==> config.mk <==
export PLATFORM = sky130hd
export DESIGN_NAME = sync_frame_receiver_checksum
export DESIGN_NICKNAME = d
export VERILOG_FILES = /design/src/rtl/sfrc_pkg.sv /design/src/rtl/sfrc_ctrl.sv /design/src/rtl/sfrc_dpath.sv /design/src/rtl/sync_frame_receiver_checksum.sv
export SDC_FILE = /design/constraint.sdc
export NUM_CORES = 1
export LEC_CHECK = 0
export BUFFER_PORTS_ARGS = -buffer_cell sky130_fd_sc_hd__buf_2
export CORE_MARGIN = 2
export CORE_UTILIZATION = 52
export DETAILED_ROUTE_END_ITERATION = 10
export HOLD_SLACK_MARGIN = 0.03
export PLACE_DENSITY = 0.79
export SLEW_MARGIN = 20
export SYNTH_ARGS = -nofsm -noshare
export SYNTH_HDL_FRONTEND = slang
export SYNTH_HIERARCHICAL = 1
export SYNTH_SLANG_ARGS = --single-unit
==> constraint.sdc <==
create_clock -name i_clk -period 4.68 [get_ports i_clk]
set_clock_uncertainty 0.2 [all_clocks]
set_input_delay 0.702 -clock i_clk [delete_from_list [all_inputs] [get_ports i_clk]]
set_output_delay 0.702 -clock i_clk [all_outputs]
set_load 0.02 [all_outputs]
==> src/rtl/sfrc_pkg.sv <==
// ----------------------------------------------------------------------------
// sfrc_pkg - shared types and constants for the sync frame receiver
// Parse phases, status codes, check modes, controller commands and the
// check accumulator step.
// ----------------------------------------------------------------------------
package sfrc_pkg;

    localparam int FRAME_MAX_DEF = 64;

    localparam logic [7:0]  SYNC1_BYTE = 8'h55;
    localparam logic [7:0]  SYNC2_BYTE = 8'hAA;
    localparam logic [15:0] CRC_INIT   = 16'hFFFF;
    localparam logic [15:0] MIN_LEN    = 16'd7;    // sync, length, type, check

    localparam int TDATA_W = 32;

    localparam logic [1:0] MODE_ZERO = 2'd0;
    localparam logic [1:0] MODE_XOR  = 2'd1;
    localparam logic [1:0] MODE_CRC  = 2'd2;

    localparam logic KIND_STATUS  = 1'b0;
    localparam logic KIND_PAYLOAD = 1'b1;

    typedef enum logic [2:0] {
        PH_SYNC1 = 3'd0,
        PH_SYNC2 = 3'd1,
        PH_LENHI = 3'd2,
        PH_LENLO = 3'd3,
        PH_TYPE  = 3'd4,
        PH_DATA  = 3'd5,
        PH_CHKHI = 3'd6,
        PH_CHKLO = 3'd7
    } t_phase;

    typedef enum logic [2:0] {
        ST_HUNT    = 3'd0,
        ST_INSIDE  = 3'd1,
        ST_GOOD    = 3'd2,
        ST_CHK_ERR = 3'd3,
        ST_LEN_ERR = 3'd4
    } t_status;

    typedef enum logic [1:0] {
        CS_IDLE = 2'd0,
        CS_EXEC = 2'd1,
        CS_READ = 2'd2,
        CS_PUT  = 2'd3
    } t_ctl_state;

    typedef struct packed {
        logic load;      // capture received byte
        logic step;      // run parser on held byte, load status beat
        logic rd_issue;  // read payload buffer at read pointer
        logic put;       // load payload beat, advance read pointer
    } t_ctl_cmd;

    typedef struct packed {
        logic out_free;  // output register can take a beat this cycle
        logic burst;     // current step accepts a frame with payload
        logic pay_last;  // read pointer is on the final payload byte
    } t_dp_sts;

    // fold one byte into the running check
    function automatic logic [15:0] fold_byte(input logic [1:0]  mode,
                                              input logic [15:0] chk,
                                              input logic [7:0]  b);
        logic [7:0]  x;
        logic [15:0] x16;
        logic [15:0] res;
        x   = chk[15:8] ^ b;
        x   = x ^ (x >> 4);
        x16 = {8'h00, x};
        unique case (mode)
            MODE_XOR: res = chk ^ {8'h00, b};
            MODE_CRC: res = (chk << 8) ^ (x16 << 12) ^ (x16 << 5) ^ x16;
            default:  res = chk;
        endcase
        return res;
    endfunction

    function automatic logic [15:0] expected_check(input logic [1:0]  mode,
                                                   input logic [15:0] chk);
        logic [15:0] res;
        unique case (mode)
            MODE_XOR: res = {8'h00, chk[7:0]};
            MODE_CRC: res = chk;
            default:  res = 16'h0000;
        endcase
        return res;
    endfunction

endpackage

==> src/rtl/sfrc_ctrl.sv <==
// ----------------------------------------------------------------------------
// sfrc_ctrl - sequencing controller
// Takes one byte, runs one parser step, then drains the payload buffer
// one beat per read/put pair when a frame is accepted.
// ----------------------------------------------------------------------------
module sfrc_ctrl (
    input  logic              i_clk,
    input  logic              i_rst_n,
    input  logic              i_s_tvalid,
    output logic              o_s_tready,
    output sfrc_pkg::t_ctl_cmd o_cmd,
    input  sfrc_pkg::t_dp_sts  i_sts
);

    sfrc_pkg::t_ctl_state r_state;
    sfrc_pkg::t_ctl_state n_state;

    always_ff @(posedge i_clk) begin
        if (!i_rst_n) begin
            r_state <= sfrc_pkg::CS_IDLE;
        end else begin
            r_state <= n_state;
        end
    end

    always_comb begin
        n_state = r_state;
        unique case (r_state)
            sfrc_pkg::CS_IDLE: begin
                if (i_s_tvalid) begin
                    n_state = sfrc_pkg::CS_EXEC;
                end
            end
            sfrc_pkg::CS_EXEC: begin
                if (i_sts.out_free) begin
                    n_state = i_sts.burst ? sfrc_pkg::CS_READ : sfrc_pkg::CS_IDLE;
                end
            end
            sfrc_pkg::CS_READ: begin
                n_state = sfrc_pkg::CS_PUT;
            end
            sfrc_pkg::CS_PUT: begin
                if (i_sts.out_free) begin
                    n_state = i_sts.pay_last ? sfrc_pkg::CS_IDLE : sfrc_pkg::CS_READ;
                end
            end
        endcase
    end

    always_comb begin
        o_s_tready     = 1'b0;
        o_cmd.load     = 1'b0;
        o_cmd.step     = 1'b0;
        o_cmd.rd_issue = 1'b0;
        o_cmd.put      = 1'b0;
        unique case (r_state)
            sfrc_pkg::CS_IDLE: begin
                o_s_tready = 1'b1;
                o_cmd.load = i_s_tvalid;
            end
            sfrc_pkg::CS_EXEC: begin
                o_cmd.step = i_sts.out_free;
            end
            sfrc_pkg::CS_READ: begin
                o_cmd.rd_issue = 1'b1;
            end
            sfrc_pkg::CS_PUT: begin
                o_cmd.put = i_sts.out_free;
            end
        endcase
    end

endmodule

==> src/rtl/sfrc_dpath.sv <==
// ----------------------------------------------------------------------------
// sfrc_dpath - parser datapath
// Frame parse state, check accumulator, payload buffer and output register.
// ----------------------------------------------------------------------------
module sfrc_dpath #(
    parameter int FRAME_MAX = sfrc_pkg::FRAME_MAX_DEF
) (
    input  logic                         i_clk,
    input  logic                         i_rst_n,
    input  logic                         i_cfg_we,
    input  logic [1:0]                   i_cfg_data,
    input  logic [7:0]                   i_rx_byte,
    input  sfrc_pkg::t_ctl_cmd           i_cmd,
    output sfrc_pkg::t_dp_sts            o_sts,
    input  logic                         i_m_tready,
    output logic                         o_m_tvalid,
    output logic [sfrc_pkg::TDATA_W-1:0] o_m_tdata,
    output logic                         o_m_tuser,
    output logic                         o_m_tlast
);

    localparam int PAY_MAX = FRAME_MAX - 7;
    localparam int IDX_W   = $clog2(PAY_MAX + 1);
    localparam int ADDR_W  = (PAY_MAX > 1) ? $clog2(PAY_MAX) : 1;

    // configuration and parse state
    logic [1:0]       r_mode;
    sfrc_pkg::t_phase r_phase;
    logic [IDX_W-1:0] r_idx;
    logic [15:0]      r_len;
    logic [7:0]       r_type;
    logic [15:0]      r_check;
    logic [7:0]       r_byte;
    logic [IDX_W-1:0] r_pay_n;

    sfrc_pkg::t_phase n_phase;
    logic [IDX_W-1:0] n_idx;
    logic [15:0]      n_len;
    logic [7:0]       n_type;
    logic [15:0]      n_check;

    // payload buffer and read side
    logic [7:0]        r_mem [PAY_MAX];
    logic [ADDR_W-1:0] r_rd_idx;
    logic [7:0]        r_rd_data;

    // output register
    logic                         r_out_valid;
    logic [sfrc_pkg::TDATA_W-1:0] r_out_data;
    logic                         r_out_user;
    logic                         r_out_last;

    sfrc_pkg::t_status w_status;
    logic              w_good;
    logic              w_wr_en;
    logic [15:0]       w_exp;
    logic [15:0]       w_len_lo;
    logic [15:0]       w_pay_len;
    logic [IDX_W-1:0]  w_new_n;
    logic [15:0]       w_n16;
    logic [15:0]       w_cur_n16;
    logic              w_rd_last;

    assign w_exp     = sfrc_pkg::expected_check(r_mode, r_check);
    assign w_len_lo  = {r_len[15:8], r_byte};
    assign w_pay_len = r_len - sfrc_pkg::MIN_LEN;
    assign w_new_n   = w_pay_len[IDX_W-1:0];

    // one parser step on the held byte
    always_comb begin
        n_phase  = r_phase;
        n_idx    = r_idx;
        n_len    = r_len;
        n_type   = r_type;
        n_check  = r_check;
        w_status = sfrc_pkg::ST_INSIDE;
        w_good   = 1'b0;
        w_wr_en  = 1'b0;
        unique case (r_phase)
            sfrc_pkg::PH_SYNC1: begin
                if (r_byte == sfrc_pkg::SYNC1_BYTE) begin
                    n_check = sfrc_pkg::fold_byte(r_mode,
                        (r_mode == sfrc_pkg::MODE_CRC) ? sfrc_pkg::CRC_INIT : 16'h0000,
                        r_byte);
                    n_idx   = '0;
                    n_phase = sfrc_pkg::PH_SYNC2;
                end else begin
                    w_status = sfrc_pkg::ST_HUNT;
                end
            end
            sfrc_pkg::PH_SYNC2: begin
                if (r_byte == sfrc_pkg::SYNC2_BYTE) begin
                    n_check = sfrc_pkg::fold_byte(r_mode, r_check, r_byte);
                    n_phase = sfrc_pkg::PH_LENHI;
                end else begin
                    n_phase  = sfrc_pkg::PH_SYNC1;
                    w_status = sfrc_pkg::ST_HUNT;
                end
            end
            sfrc_pkg::PH_LENHI: begin
                n_check = sfrc_pkg::fold_byte(r_mode, r_check, r_byte);
                n_len   = {r_byte, 8'h00};
                n_phase = sfrc_pkg::PH_LENLO;
            end
            sfrc_pkg::PH_LENLO: begin
                n_check = sfrc_pkg::fold_byte(r_mode, r_check, r_byte);
                n_len   = w_len_lo;
                if (w_len_lo < sfrc_pkg::MIN_LEN || w_len_lo > 16'(FRAME_MAX)) begin
                    n_phase  = sfrc_pkg::PH_SYNC1;
                    w_status = sfrc_pkg::ST_LEN_ERR;
                end else begin
                    n_phase = sfrc_pkg::PH_TYPE;
                end
            end
            sfrc_pkg::PH_TYPE: begin
                n_check = sfrc_pkg::fold_byte(r_mode, r_check, r_byte);
                n_type  = r_byte;
                n_phase = (r_len == sfrc_pkg::MIN_LEN) ? sfrc_pkg::PH_CHKHI
                                                       : sfrc_pkg::PH_DATA;
            end
            sfrc_pkg::PH_DATA: begin
                n_check = sfrc_pkg::fold_byte(r_mode, r_check, r_byte);
                w_wr_en = (16'(r_idx) < 16'(PAY_MAX));
                n_idx   = r_idx + 1'b1;
                if (16'(r_idx) + 16'd1 >= w_pay_len) begin
                    n_phase = sfrc_pkg::PH_CHKHI;
                end
            end
            sfrc_pkg::PH_CHKHI: begin
                if (r_byte == w_exp[15:8]) begin
                    n_phase = sfrc_pkg::PH_CHKLO;
                end else begin
                    n_phase  = sfrc_pkg::PH_SYNC1;
                    w_status = sfrc_pkg::ST_CHK_ERR;
                end
            end
            sfrc_pkg::PH_CHKLO: begin
                n_phase = sfrc_pkg::PH_SYNC1;
                if (r_byte == w_exp[7:0]) begin
                    w_status = sfrc_pkg::ST_GOOD;
                    w_good   = 1'b1;
                end else begin
                    w_status = sfrc_pkg::ST_CHK_ERR;
                end
            end
        endcase
    end

    always_ff @(posedge i_clk) begin
        if (!i_rst_n) begin
            r_mode  <= sfrc_pkg::MODE_ZERO;
            r_phase <= sfrc_pkg::PH_SYNC1;
            r_idx   <= '0;
            r_len   <= '0;
            r_type  <= '0;
            r_check <= sfrc_pkg::CRC_INIT;
        end else begin
            if (i_cfg_we) begin
                r_mode <= i_cfg_data;
            end
            if (i_cmd.step) begin
                r_phase <= n_phase;
                r_idx   <= n_idx;
                r_len   <= n_len;
                r_type  <= n_type;
                r_check <= n_check;
            end
        end
    end

    always_ff @(posedge i_clk) begin
        if (i_cmd.load) begin
            r_byte <= i_rx_byte;
        end
        if (i_cmd.step && w_good) begin
            r_pay_n <= w_new_n;
        end
    end

    // payload buffer
    always_ff @(posedge i_clk) begin
        if (i_cmd.step && w_wr_en) begin
            r_mem[r_idx[ADDR_W-1:0]] <= r_byte;
        end
        if (i_cmd.rd_issue) begin
            r_rd_data <= r_mem[r_rd_idx];
        end
    end

    always_ff @(posedge i_clk) begin
        if (!i_rst_n) begin
            r_rd_idx <= '0;
        end else if (i_cmd.step) begin
            r_rd_idx <= '0;
        end else if (i_cmd.put) begin
            r_rd_idx <= r_rd_idx + 1'b1;
        end
    end

    assign w_n16     = 16'(w_new_n);
    assign w_cur_n16 = 16'(r_pay_n);
    assign w_rd_last = (16'(r_rd_idx) + 16'd1 == w_cur_n16);

    // output register: tdata = {pad, data_byte, payload_count, frame_type, status}
    always_ff @(posedge i_clk) begin
        if (!i_rst_n) begin
            r_out_valid <= 1'b0;
        end else if (i_cmd.step || i_cmd.put) begin
            r_out_valid <= 1'b1;
        end else if (i_m_tready) begin
            r_out_valid <= 1'b0;
        end
    end

    always_ff @(posedge i_clk) begin
        if (i_cmd.step) begin
            r_out_user <= sfrc_pkg::KIND_STATUS;
            r_out_data <= {7'd0, 8'h00, (w_good ? w_n16[5:0] : 6'd0), n_type, w_status};
            r_out_last <= w_good ? (w_new_n == '0) : 1'b1;
        end else if (i_cmd.put) begin
            r_out_user <= sfrc_pkg::KIND_PAYLOAD;
            r_out_data <= {7'd0, r_rd_data, w_cur_n16[5:0], r_type, sfrc_pkg::ST_GOOD};
            r_out_last <= w_rd_last;
        end
    end

    assign o_sts.out_free = !r_out_valid || i_m_tready;
    assign o_sts.burst    = w_good && (w_new_n != '0);
    assign o_sts.pay_last = w_rd_last;

    assign o_m_tvalid = r_out_valid;
    assign o_m_tdata  = r_out_data;
    assign o_m_tuser  = r_out_user;
    assign o_m_tlast  = r_out_last;

endmodule

==> src/rtl/sync_frame_receiver_checksum.sv <==
// ----------------------------------------------------------------------------
// sync_frame_receiver_checksum - sync/length/type frame receiver with check
// Hunts for the sync pair, parses length, type, payload and check value,
// and replays the payload of each good frame after its status beat.
// ----------------------------------------------------------------------------
//  channel   dir  handshake                  content
//  s_axis    in   s_axis_tvalid/tready       rx_byte
//  m_axis    out  m_axis_tvalid/tready       status/type/count/data, tuser kind,
//                                            tlast last beat of a byte's results
//  cfg       in   i_cfg_we                   check_mode
//
//  Each received byte is captured, then run through one parser step once the output
//  register is free; the status beat is written by the parser step.
//  A good frame then drains n payload beats, each as a read and then a put, set by the
//  registered read of the single-port payload buffer.
//  A stall on m_axis holds the block in the step or drain state.
//  Synchronous active-low reset; the payload buffer needs no clearing.
// ----------------------------------------------------------------------------
module sync_frame_receiver_checksum #(
    parameter int FRAME_MAX = sfrc_pkg::FRAME_MAX_DEF
) (
    input  logic                         i_clk,
    input  logic                         i_rst_n,
    input  logic                         i_cfg_we,
    input  logic [1:0]                   i_cfg_data,
    input  logic                         s_axis_tvalid,
    output logic                         s_axis_tready,
    input  logic [7:0]                   s_axis_tdata,  // [7:0] rx_byte
    output logic                         m_axis_tvalid,
    input  logic                         m_axis_tready,
    // [2:0] status, [10:3] frame_type, [16:11] payload_count, [24:17] data_byte
    output logic [sfrc_pkg::TDATA_W-1:0] m_axis_tdata,
    output logic                         m_axis_tuser,  // [0] result_kind
    output logic                         m_axis_tlast
);

    sfrc_pkg::t_ctl_cmd w_cmd;
    sfrc_pkg::t_dp_sts  w_sts;

    sfrc_ctrl u_ctrl (
        .i_clk      (i_clk),
        .i_rst_n    (i_rst_n),
        .i_s_tvalid (s_axis_tvalid),
        .o_s_tready (s_axis_tready),
        .o_cmd      (w_cmd),
        .i_sts      (w_sts)
    );

    sfrc_dpath #(
        .FRAME_MAX (FRAME_MAX)
    ) u_dpath (
        .i_clk      (i_clk),
        .i_rst_n    (i_rst_n),
        .i_cfg_we   (i_cfg_we),
        .i_cfg_data (i_cfg_data),
        .i_rx_byte  (s_axis_tdata),
        .i_cmd      (w_cmd),
        .o_sts      (w_sts),
        .i_m_tready (m_axis_tready),
        .o_m_tvalid (m_axis_tvalid),
        .o_m_tdata  (m_axis_tdata),
        .o_m_tuser  (m_axis_tuser),
        .o_m_tlast  (m_axis_tlast)
    );

endmodule

# After elaboration in Yosys (flattened, before gate mapping)
# Memories as Yosys holds them, arrays and structs flattened. A register that Yosys moved wholly into a read port is not among the register bits.
# Index checks and enable logic that the tools add are counted.
[op_classes]
n_mux = 48
addsub = 5
n_reduce_logical = 24
n_eq_ne = 24
magnitude_cmp = 4
shifts = 0
n_bitwise = 14
multipliers = 0
n_div = 0
[op_table]
columns = ["operator", "n"]
rows = [
  ["$pmux W16 S2", 4],
  ["$xor A16 B8 Y16", 4],
  ["$mux W16", 3],
  ["$pmux W16 S3", 1],
  ["$mux W17", 2],
  ["$xor A16 B13 Y16", 2],
  ["$xor A16 B16 Y16", 2],
  ["$pmux W3 S8", 1],
  ["$mux W1", 18],
  ["$eq A16 B3 Y1 const B", 1],
  ["$eq A16 B6 Y1", 1],
  ["$eq A8 B8 Y1", 2],
  ["$ge A16 B16 Y1", 1],
  ["$gt A16 B7 Y1 const B", 1],
  ["$lt A16 B3 Y1 const B", 1],
  ["$mux W2", 8],
  ["$sub A16 B3 Y16 const B", 1],
  ["$xor A8 B4 Y8", 2],
  ["$xor A8 B8 Y8", 2],
  ["$mux W3", 5],
  ["$pmux W3 S5", 1],
  ["$add A6 B1 Y7 const B", 2],
  ["$add A6 B1 Y6 const B", 2],
  ["$eq A3 B3 Y1 const B", 4],
  ["28 further kinds", 48],
]
[word_totals]
rom_bits = 0
n_memories = 1
latchBits = 0
regBits = 101
elab_cells = 136
ram_bits = 456
in_bits = 15
output_inout_bits = 36
[mem_list]
columns = ["memory", "words", "width", "read_ports", "rd_ports_with_merged_regs", "write_ports", "line_no", "text"]
rows = [
  ["u_dpath.r_mem", 57, 8, 1, 1, 1, "sfrc_dpath.sv:43", "logic [7:0] r_mem [PAY_MAX];"],
]

# Longest topological paths before layout
# Gate-level depths: netlist of the first run.
[depth]
ltp_word = 10
ltp_mapped = 12
ltp_nobuf = 11

# Cells and area by module
# The synthesis of the first run kept the hierarchy.
[modules_own_cells]
columns = ["module", "cells_per_inst", "area_each_um2", "seq_area_each_um2", "instances"]
rows = [
  ["sfrc_dpath", 1407, 23646.4, 16235.6, 1],
  ["sfrc_ctrl", 14, 113.9, 40.0, 1],
]

# Worst setup path after synthesis of the first run
# No wires, ideal clock.
[synth_path]
path_type = "reg-to-reg"
start = "register u_dpath.r_byte[7]"
end = "register u_dpath.r_out_last, in the netlist u_dpath/o_m_tlast, data pin"
required_time_ns = 4.218
path_slack_ns = 1.580
n_path_buf = 1
path_stages_with_launch = 8
synth_period_minus_slack_ns = 3.100
arrival_time_ns = 2.638
setup_time_ns = 0.262
cell_sequence = "edfxtp_1 clkbuf_1 nand2b_1 o2111ai_1 o31a_1 nor3_2 nand2b_1 mux2_1"
[synth_via]
elab_chain_len = 5
[synth_rtl]
columns = ["item", "line_no", "text"]
rows = [
  ["from (decl)", "sfrc_dpath.sv:33", "logic [7:0] r_byte;"],
  ["from (signal assigned)", "sfrc_dpath.sv:173", "r_byte <= i_rx_byte;"],
  ["$eq A8 B8 Y1", "sfrc_dpath.sv:139", "if (r_byte == w_exp[7:0]) begin"],
  ["$mux W1", "sfrc_dpath.sv:139", ""],
  ["$mux W1", "sfrc_dpath.sv:79", "unique case (r_phase)"],
  ["$mux W1", "sfrc_dpath.sv:219", "r_out_last <= w_good ? (w_new_n == '0) : 1'b1;"],
  ["$mux W1", "sfrc_dpath.sv:216", "if (i_cmd.step) begin"],
  ["to (signal assigned)", "sfrc_dpath.sv:219", ""],
  ["to (signal assigned)", "sfrc_dpath.sv:223", "r_out_last <= w_rd_last;"],
  ["to (decl)", "sfrc_dpath.sv:51", "logic r_out_last;"],
]
# No other way between the ends.
# A chain may end at the register's enable or synchronous reset.

# Final worst setup path of the first run
[layout_path]
start = "register u_dpath.r_phase[2]"
end = "memory u_dpath.r_mem[0][0], enable pin"
[layout_via]
elab_chain_len = 5
[layout_rtl]
columns = ["item", "line_no", "text"]
rows = [
  ["from (decl)", "sfrc_dpath.sv:28", "sfrc_pkg::t_phase r_phase;"],
  ["from (signal assigned)", "sfrc_dpath.sv:152", "r_phase <= sfrc_pkg::PH_SYNC1;"],
  ["from (signal assigned)", "sfrc_dpath.sv:162", "r_phase <= n_phase;"],
  ["$eq A3 B3 Y1", "sfrc_dpath.sv:79", ""],
  ["$mux W1", "sfrc_dpath.sv:79", ""],
  ["$logic_and A1 B1 Y1", "sfrc_dpath.sv:182", "if (i_cmd.step && w_wr_en) begin"],
  ["$mux W1", "sfrc_dpath.sv:182", ""],
  ["$mux W1 (implied by the code)", "sfrc_dpath.sv:183", "r_mem[r_idx[ADDR_W-1:0]] <= r_byte;"],
  ["to (decl)", "sfrc_dpath.sv:43", ""],
]
# No other way between the ends.

==> results of run 1 <==
per-stage QoR:
step	power, uW	instance area [sq um]	setup WS, ns
after floorplan	5790	23800	1.58
after global placement	5900	24500	1.06
after detailed placement	5900	24500	0.892
after CTS	10200	26300	1.08
after global routing	10400	26300	0.799
final	10200	26300	1.00
metal layers:
| metal | up-vias | wire [um] | track usage, % |
|---|---|---|---|
| met5 | - | 0 | 0 |
| met2 | 752 | 26800 | 38.2 |
| met4 | 0 | 1940 | 9.12 |
| met3 | 112 | 4750 | 3.19 |
| li1 | 5641 | - | - |
| met1 | 6806 | 21300 | 33.2 |
worst max-delay path: stages, from the launching register on:
cell and delay (ns):
dfxtp_1 0.52, inv_1 0.18, nor2_1 0.29, nand3_1 0.29
nor3_1 0.47, nand2_1 0.55, nor2_1 0.82
worst max path at each step:
| stage | start | endpoint |
|---|---|---|
| 2_1_floorplan | u_dpath/r_byte[7] | u_dpath/o_m_tlast |
| 3_3_place_gp | m_axis_tready | u_dpath/r_mem[0][0] |
| 3_5_place_dp | m_axis_tready | u_dpath/r_mem[46][7] |
| 4_1_cts | u_dpath/r_phase[2] | u_dpath/r_mem[0][0] |
| 5_1_grt | u_dpath/r_phase[2] | u_dpath/r_mem[0][0] |
| 6_report | u_dpath/r_phase[2] | u_dpath/r_mem[0][0] |
sequential cells by signal (all words and copies together), names as in the netlist:
register            count
u_dpath/o_m_tvalid      1
u_dpath/r_byte          8
u_dpath/o_m_tuser       1
u_dpath/r_check        16
u_dpath/r_rd_data       8
u_dpath/r_phase         3
u_dpath/r_len          16
u_dpath/r_type          8
u_dpath/r_pay_n         6
u_dpath/o_m_tdata      25
u_dpath/r_mem         456
u_dpath/r_idx           6
u_dpath/o_m_tlast       1
u_ctrl/r_state          2
u_dpath/r_rd_idx        6
u_dpath/r_mode          2
cell type report:
| cell class | count | area [sq um] |
|---|---|---|
| Timing Repair Buffer | 67 | 433 |
| Inverter | 30 | 113 |
| Fill cell | 3228 | 19000 |
| Clock inverter | 31 | 320 |
| Clock buffer | 68 | 1470 |
| Multi-Input combinational cell | 740 | 6940 |
| Tap cell | 600 | 751 |
| Sequential cell | 565 | 16300 |
cells by family (layout without fill, tap and decap cells):
logic type               count (synthesis)  after routing  synth area share (%)
flip-flops                             565            565                  68.5
AND/OR/NAND/NOR                        315            315                  6.45
multiplexers                           179            179                  15.2
AO/OA/AOI/OAI                          161            161                  4.08
buffers and inverters                  122            196                  2.39
XOR/XNOR                                60             60                  2.45
adder cells (fa/ha/maj)                 18             18                 0.948
other                                    1              7                0.0158
placed cells by master, fill, tap and decap left out, types with 9 or more instances in the layout:
master,count
nand3_1,28
a21oi_1,57
nor3_1,18
edfxtp_1,496
buf_4,21
nand2_1,65
nand2b_1,17
mux2i_1,26
xor2_1,25
o21ai_1,11
mux4_2,144
clkinv_1,9
clkbuf_16,55
and3_1,10
xnor2_1,31
inv_1,29
dfxtp_1,65
buf_2,43
clkbuf_1,9
and2_1,13
nor2_1,112
o21ai_0,43
ha_1,18
nand4_1,10
power by group through the flow:
stage | clock network (uW) | logic, uW | registers, uW
6_report | 4380 | 269 | 5530
5_1_grt | 4620 | 289 | 5520
4_1_cts | 4440 | 269 | 5520
3_5_place_dp | 0 | 267 | 5630
3_3_place_gp | 0 | 263 | 5630
2_1_floorplan | 0 | 126 | 5670
==> flow_summary.toml, run 1 <==
[outcome]
status = "finished clean"

[global_route]
overflow = 0
grt_pass1_vias = 13000
track_usage_pct = 23.7
antenna_found_initial = 0
grt_pass1_wl_um = 83100
grt_max_degree = 64

[layout]
final_cells = 2101
nets = 1491
layout-area-overhead-vs-synth_pct = 10.7
antenna_cells = 0
drive_gt1_share_pct = 21.2
final_core_util_pct = 58.1

[clock_tree]
cts_hold_buf = 0
cts-root-buf = "clkbuf_16"
tritoncts = "built"
post-cts-setup-buffers = 0
cts_sinks = 565
insertion_delay_ns = 0.60
cts_resized = 0
clockBufferDepth = 3
cts_buffers = 54
clk_pin_slew_ns = 0.06
cts_htree_levels = 2

[yosys]
synth.most_common_cell = "edfxtp_1"
ys_warn_count = 6
syn_inst = 1421
synth-edff-count = 496
synth_cell_types = 76
ys_async_sr_fraction_pct = 0
ys_seq_elements = 565
synth_top_area_share_pct = 62.7
avgSynthCellArea_sq_um = 16.7
synth_area_leader_cell = "edfxtp_1"
synth_common_cells = "edfxtp_1 (496), mux4_2 (144), nor2_1 (113), dfxtp_1 (69), nand2_1 (65)"
ys_seq_area_share_pct = 68.5
synth.cell_area_sq_mm = 0.0238
synth_ff_type = "edfxtp_1"
synth_area_leaders = "edfxtp_1 (63%), mux4_2 (14%), dfxtp_1 (5.8%)"

[die]
pin_count = 51
core_sq_mm = 0.0453
rows = 78
start_util_pct = 52.5
die_area_sq_mm = 0.0474
die-height_um = 218
die_x_um = 218

[detailed_routing]
route.detailed.drc = 0
vias_per_cell = 6.34
vias = 13300
ant_nets = 0
drt_iter0_drc = 1789
post_drt_wl_per_cell_um = 26.1
drt-total-wl_um = 54800
dr.pass1.iters = 5

[pwr]
p_clk_share_pct = 43.0
power.leakage_uw = 0.00829
p_comb_share_pct = 2.6
intPower_uw = 8110
p_sw_share_pct = 20.3
p_sw_uw = 2060
p_per_area_mw_per_mm2 = 387
pwr-share-seq_pct = 54.3
irDropWorstVdd_v = 0.000263

[run]
maxCapViolations = 0

[worst_setup_path]
end_kind = "register"
cp.arrival_ns = 3.71
required_ns = 4.71
r2r_end = "u_dpath/r_mem[0][0]"
rrSetupSlack_ns = 1.00
cp_max_fo = 10
crit_type = "register to register"
r2r_cells = 6
worstSetupStartpointType = "register"
r2r-start = "u_dpath/r_phase[2]"

[timing]
fin_crit_ns = 3.68
worstMarginPinSlew_ns = 1.10
setup-violations-final = 0
finalCritPeriodShare_pct = 78.6
slew_viol_final = 0
final-hold-violation-count = 0
hold_ws_ns = 0.0747
rsz0062_at_grt = "false"
fmax_mhz = 272
max_slew_margin_pct = 26.8
finalSetupTns_ns = 0

[hold_path]
timing.hold.worst.start = "s_axis_tdata[1]"
hold_path.class = "input port to register"
worstHoldPathCells = 1
holdPathEnd = "u_dpath/r_byte[1]"

[placement]
port_buffers = 43
place_congestion = 0.846
dp_cells = 2002
dp_hpwl_um = 33000
(Power assumes the default switching activity.)
==> run 2: changes to the inputs <==
==> constraint.sdc (replaced) <==
create_clock -name i_clk -period 3.7 [get_ports i_clk]
set_clock_uncertainty 0.2 [all_clocks]
set_input_delay 0.555 -clock i_clk [delete_from_list [all_inputs] [get_ports i_clk]]
set_output_delay 0.555 -clock i_clk [all_outputs]
set_load 0.02 [all_outputs]
==> flow_summary.toml, run 2 (synthesized netlist as in run 1, its figures left out) <==
[global_route]
grt_pass1_wl_um = 85000
grt_use_met2_pct = 40.7
track_usage_pct = 23.9
grt_max_degree = 62
grt_pass1_vias = 13500
grtUsageMet1_pct = 32.2
grtUsageMet3_pct = 4.18
busiest_layer = "met2"
antenna_found_initial = 1
overflow = 0

[placement]
dp_hpwl_um = 34000
port_buffers = 43
placed_cell_area_sq_mm = 0.0250
place_congestion = 0.866

[timing]
slew_viol_final = 0
rsz0062_at_grt = "false"
worstMarginPinSlew_ns = 0.954
finalCritPeriodShare_pct = 91.4
setup-violations-final = 0
final-hold-violation-count = 0
finalSetupTns_ns = 0
fmax_mhz = 296
max_slew_margin_pct = 36.4
fin_crit_ns = 3.38

[clock_tree]
cts-root-buf = "clkbuf_16"
clk_pin_slew_ns = 0.07
cts_htree_levels = 2
cts_sinks = 565
tritoncts = "built"
cts_buffers = 55
post-cts-setup-buffers = 0
clockBufferDepth = 3
insertion_delay_ns = 0.61

[pwr]
power.leakage_uw = 0.00865
p_per_area_mw_per_mm2 = 475
irDropWorstVdd_v = 0.000366

[worst_setup_path]
cp_cell_sequence = "inv_1 -> nor2_1 -> nand3_1 -> nor3_1 -> nand2_1 -> nor2_1"
max_stage_delay_ns = 0.71
r2r_cells = 6
required_ns = 3.74
end_kind = "register"
cp.arrival_ns = 3.42
crit_slowest_cell = "nor2_1"
worstSetupStartpointType = "register"
worst_path_most_repeated_cell = "nor2_1"
cp_max_fo = 10
crit_type = "register to register"

[detailed_routing]
post_drt_wl_per_cell_um = 25.7
vias = 13700
ant_nets = 0
route.detailed.drc = 0
vias_per_cell = 6.27
dr.pass1.iters = 5
drt-total-wl_um = 56100
drt_iter0_drc = 1742

[hold_path]
hold_path.class = "input port to register"
worstHoldPathCells = 3

[layout]
largest_reg_flops = 456
layout_common_cells = "edfxtp_1 (496), mux4_2 (144), nor2_1 (112)"
stdcell_area_sq_mm = 0.0269
final_common_cell = "edfxtp_1"
layout-area-overhead-vs-synth_pct = 13.1
nets = 1567
final_core_util_pct = 59.3
drive_gt1_share_pct = 23.6

[die]
die-height_um = 218
pin_count = 51
die_area_sq_mm = 0.0474
core_sq_mm = 0.0453
start_util_pct = 52.5
rows = 78
die_x_um = 218

[run]
maxCapViolations = 0

[outcome]
status = "finished clean"
run 2: path summary, 6_finish.rpt:
path | start | slack, ns | end
max | u_dpath/r_phase[2] | 0.32 | u_dpath/r_mem[56][2]
min | m_axis_tready | 0.16 | u_dpath/o_m_tvalid
max reg2reg | u_dpath/r_phase[2] | 0.32 | u_dpath/r_mem[56][2]
min reg2reg | u_dpath/o_m_tuser | 0.28 | u_dpath/o_m_tuser
run 2: metrics by stage:
stage                     hold WS (ns)  total power, uW  cells  setup WS [ns]
after floorplan                  0.254             7330   1427          0.600
after global placement           0.252             7450   2064          0.395
after detailed placement         0.260             7470   2064          0.204
after CTS                        0.146            12800   2177          0.438
after global routing             0.192            13100   2177         0.0857
final                            0.163            12800   2178          0.318
run 2: power breakdown:
part,internal [uW],switching (uW),leakage [uW]
clock,3080,2330,0.000835
sequential,6960,29.2,0.00501
combinational,100,263,0.00281
total,10100,2620,0.00865
run 2: layout make-up:
| type | instances | area, sq um |
|---|---|---|
| Inverter | 30 | 113 |
| Tap cell | 600 | 751 |
| Fill cell | 3204 | 18400 |
| Sequential cell | 565 | 16300 |
| Multi-Input combinational cell | 740 | 6940 |
| Antenna cell | 1 | 2.50 |
| Clock inverter | 18 | 194 |
| Clock buffer | 82 | 1540 |
| Timing Repair Buffer | 142 | 1040 |
run 2: critical path: cells and delay by family (launching register included):
kind | cells | cell delay [ns]
buffers and inverters | 1 | 0.18
DFF | 1 | 0.52
and+or+nand+nor | 5 | 2.11
run 2: timing repair:
| action | 4_1_cts | 5_1_grt |
|---|---|---|
| endpoints found under the setup margin | 0 | 0 |
| hold buffers | 13 | 0 |
| endpoints found under the hold margin | 11 | 0 |
| gates resized for setup | 0 | 0 |
run 2: per-layer routing:
metal / vias up / wire [um]
met5: - / 0
met4: 0 / 1300
met3: 96 / 4370
met2: 683 / 28300
met1: 7075 / 22100
li1: 5797 / -
==> run 3: changes to the inputs <==
--- a/config.mk
+++ b/config.mk
@@ -7,10 +7,11 @@
 export LEC_CHECK = 0
 export BUFFER_PORTS_ARGS = -buffer_cell sky130_fd_sc_hd__buf_2
 export CORE_MARGIN = 2
-export CORE_UTILIZATION = 52
+export CORE_UTILIZATION = 50
 export DETAILED_ROUTE_END_ITERATION = 10
 export HOLD_SLACK_MARGIN = 0.03
-export PLACE_DENSITY = 0.79
+export PLACE_DENSITY = 0.77
+export REMOVE_ABC_BUFFERS = 1
 export SLEW_MARGIN = 20
 export SYNTH_ARGS = -nofsm -noshare
 export SYNTH_HDL_FRONTEND = slang
==> flow_summary.toml, run 3 (synthesized netlist as in run 1, its figures left out) <==
[detailed_routing]
vias = 13300
post_drt_wl_per_cell_um = 24.6
ant_nets = 0
route.detailed.drc = 0
drt-total-wl_um = 53800
drt_iter0_drc = 1703
dr.pass1.iters = 6
vias_per_cell = 6.07

[pwr]
p_per_area_mw_per_mm2 = 489
irDropWorstVdd_v = 0.000376
power.leakage_uw = 0.00880

[placement]
dp_hpwl_um = 32700
placed_cell_area_sq_mm = 0.0251
place_congestion = 0.885
port_buffers = 43

[layout]
final_common_cell = "edfxtp_1"
layout-area-overhead-vs-synth_pct = 14.3
stdcell_area_sq_mm = 0.0272
antenna_cells = 0
largest_reg_flops = 456
drive_gt1_share_pct = 25.0
nets = 1567
layout_common_cells = "edfxtp_1 (496), mux4_2 (144), nor2_1 (112)"

[clock_tree]
insertion_delay_ns = 0.62
cts_buffers = 55
cts_htree_levels = 2
cts_sinks = 565
clk_pin_slew_ns = 0.06
cts_resized = 0
cts-root-buf = "clkbuf_16"
cts_hold_buf = 13
tritoncts = "built"
post-cts-setup-buffers = 0
clockBufferDepth = 3

[outcome]
status = "finished clean"

[die]
core_sq_mm = 0.0468
die-height_um = 222
die_x_um = 222
pin_count = 51
start_util_pct = 50.8
rows = 79
die_area_sq_mm = 0.0493

[worst_setup_path]
crit_type = "register to register"
r2r_end = "u_dpath/r_mem[8][5]"
cp.arrival_ns = 3.38
r2r_cells = 6
r2r-start = "u_dpath/r_phase[2]"
worstSetupStartpointType = "register"
required_ns = 3.74
cp_max_fo = 10
end_kind = "register"
rrSetupSlack_ns = 0.37

[global_route]
track_usage_pct = 22.0
antenna_found_initial = 2
grt_pass1_wl_um = 81500
grt_pass1_vias = 13000
overflow = 0
grt_max_degree = 62

[hold_path]
timing.hold.worst.start = "m_axis_tready"
hold_path.class = "input port to register"
holdPathEnd = "u_dpath/o_m_tvalid"
worstHoldPathCells = 3

[timing]
fmax_mhz = 300
hold_ws_ns = 0.139
fin_crit_ns = 3.33
finalCritPeriodShare_pct = 90.1
final-hold-violation-count = 0
worstMarginPinSlew_ns = 0.797
slew_viol_final = 0
max_slew_margin_pct = 46.9
setup-violations-final = 0
rsz0062_at_grt = "false"

[run]
maxCapViolations = 0
[run 3: worst max-delay path by stage]
stage | from | to
after floorplan | u_dpath/r_rd_idx[0] | u_dpath/r_rd_data[0]
after global placement | m_axis_tready | u_dpath/r_mem[22][1]
after detailed placement | m_axis_tready | u_dpath/r_mem[22][7]
after CTS | u_dpath/r_phase[2] | u_dpath/r_mem[22][7]
after global routing | u_dpath/r_phase[2] | u_dpath/r_mem[8][0]
final | u_dpath/r_phase[2] | u_dpath/r_mem[8][5]
[run 3: metrics by stage]
step                util (%)  total power (uW)  setup WS (ns)  setup TNS (ns)  std cells
global route            58.1             13600          0.121               0       2188
CTS                     58.1             13400          0.448               0       2188
floorplan                  -              7310          -3.09          -59.89       1335
finish                  58.1             13300          0.365               0       2188
global placement        53.6              7440          0.472               0       2071
detailed placement      53.6              7450          0.401               0       2071
[run 3: per-layer routing]
layer	wire length, um	share of wire [%]	vias to the layer above	global-route usage (%)
li1	-	-	5779	-
met1	21200	39	6789	29.8
met2	26500	49	604	35.9
met3	4330	8.0	110	4.12
met4	1700	3.2	2	8.04
met5	13	0.024	-	0
[run 3: worst max-delay path: stages (launching register included)]
cell     delay (ns)
dfxtp_1        0.50
inv_1          0.17
nor2_1         0.26
nand3_1        0.30
nor3_1         0.44
nand2_1        0.42
nor2_1         0.67
[run 3: layout make-up]
type                       instances  area [sq um]
sequential                       565         16300
timing repair buffer             142          1090
clock buffer                      70          1550
clock inverter                    34           408
multi-input combinational        740          6940
inverter                          30           113
fill                            3345         19600
tap                              607           759
[run 3: power breakdown]
group	internal (uW)	switching [uW]
Sequential	6960	34.7
Combinational	94.3	248
Clock	3540	2410
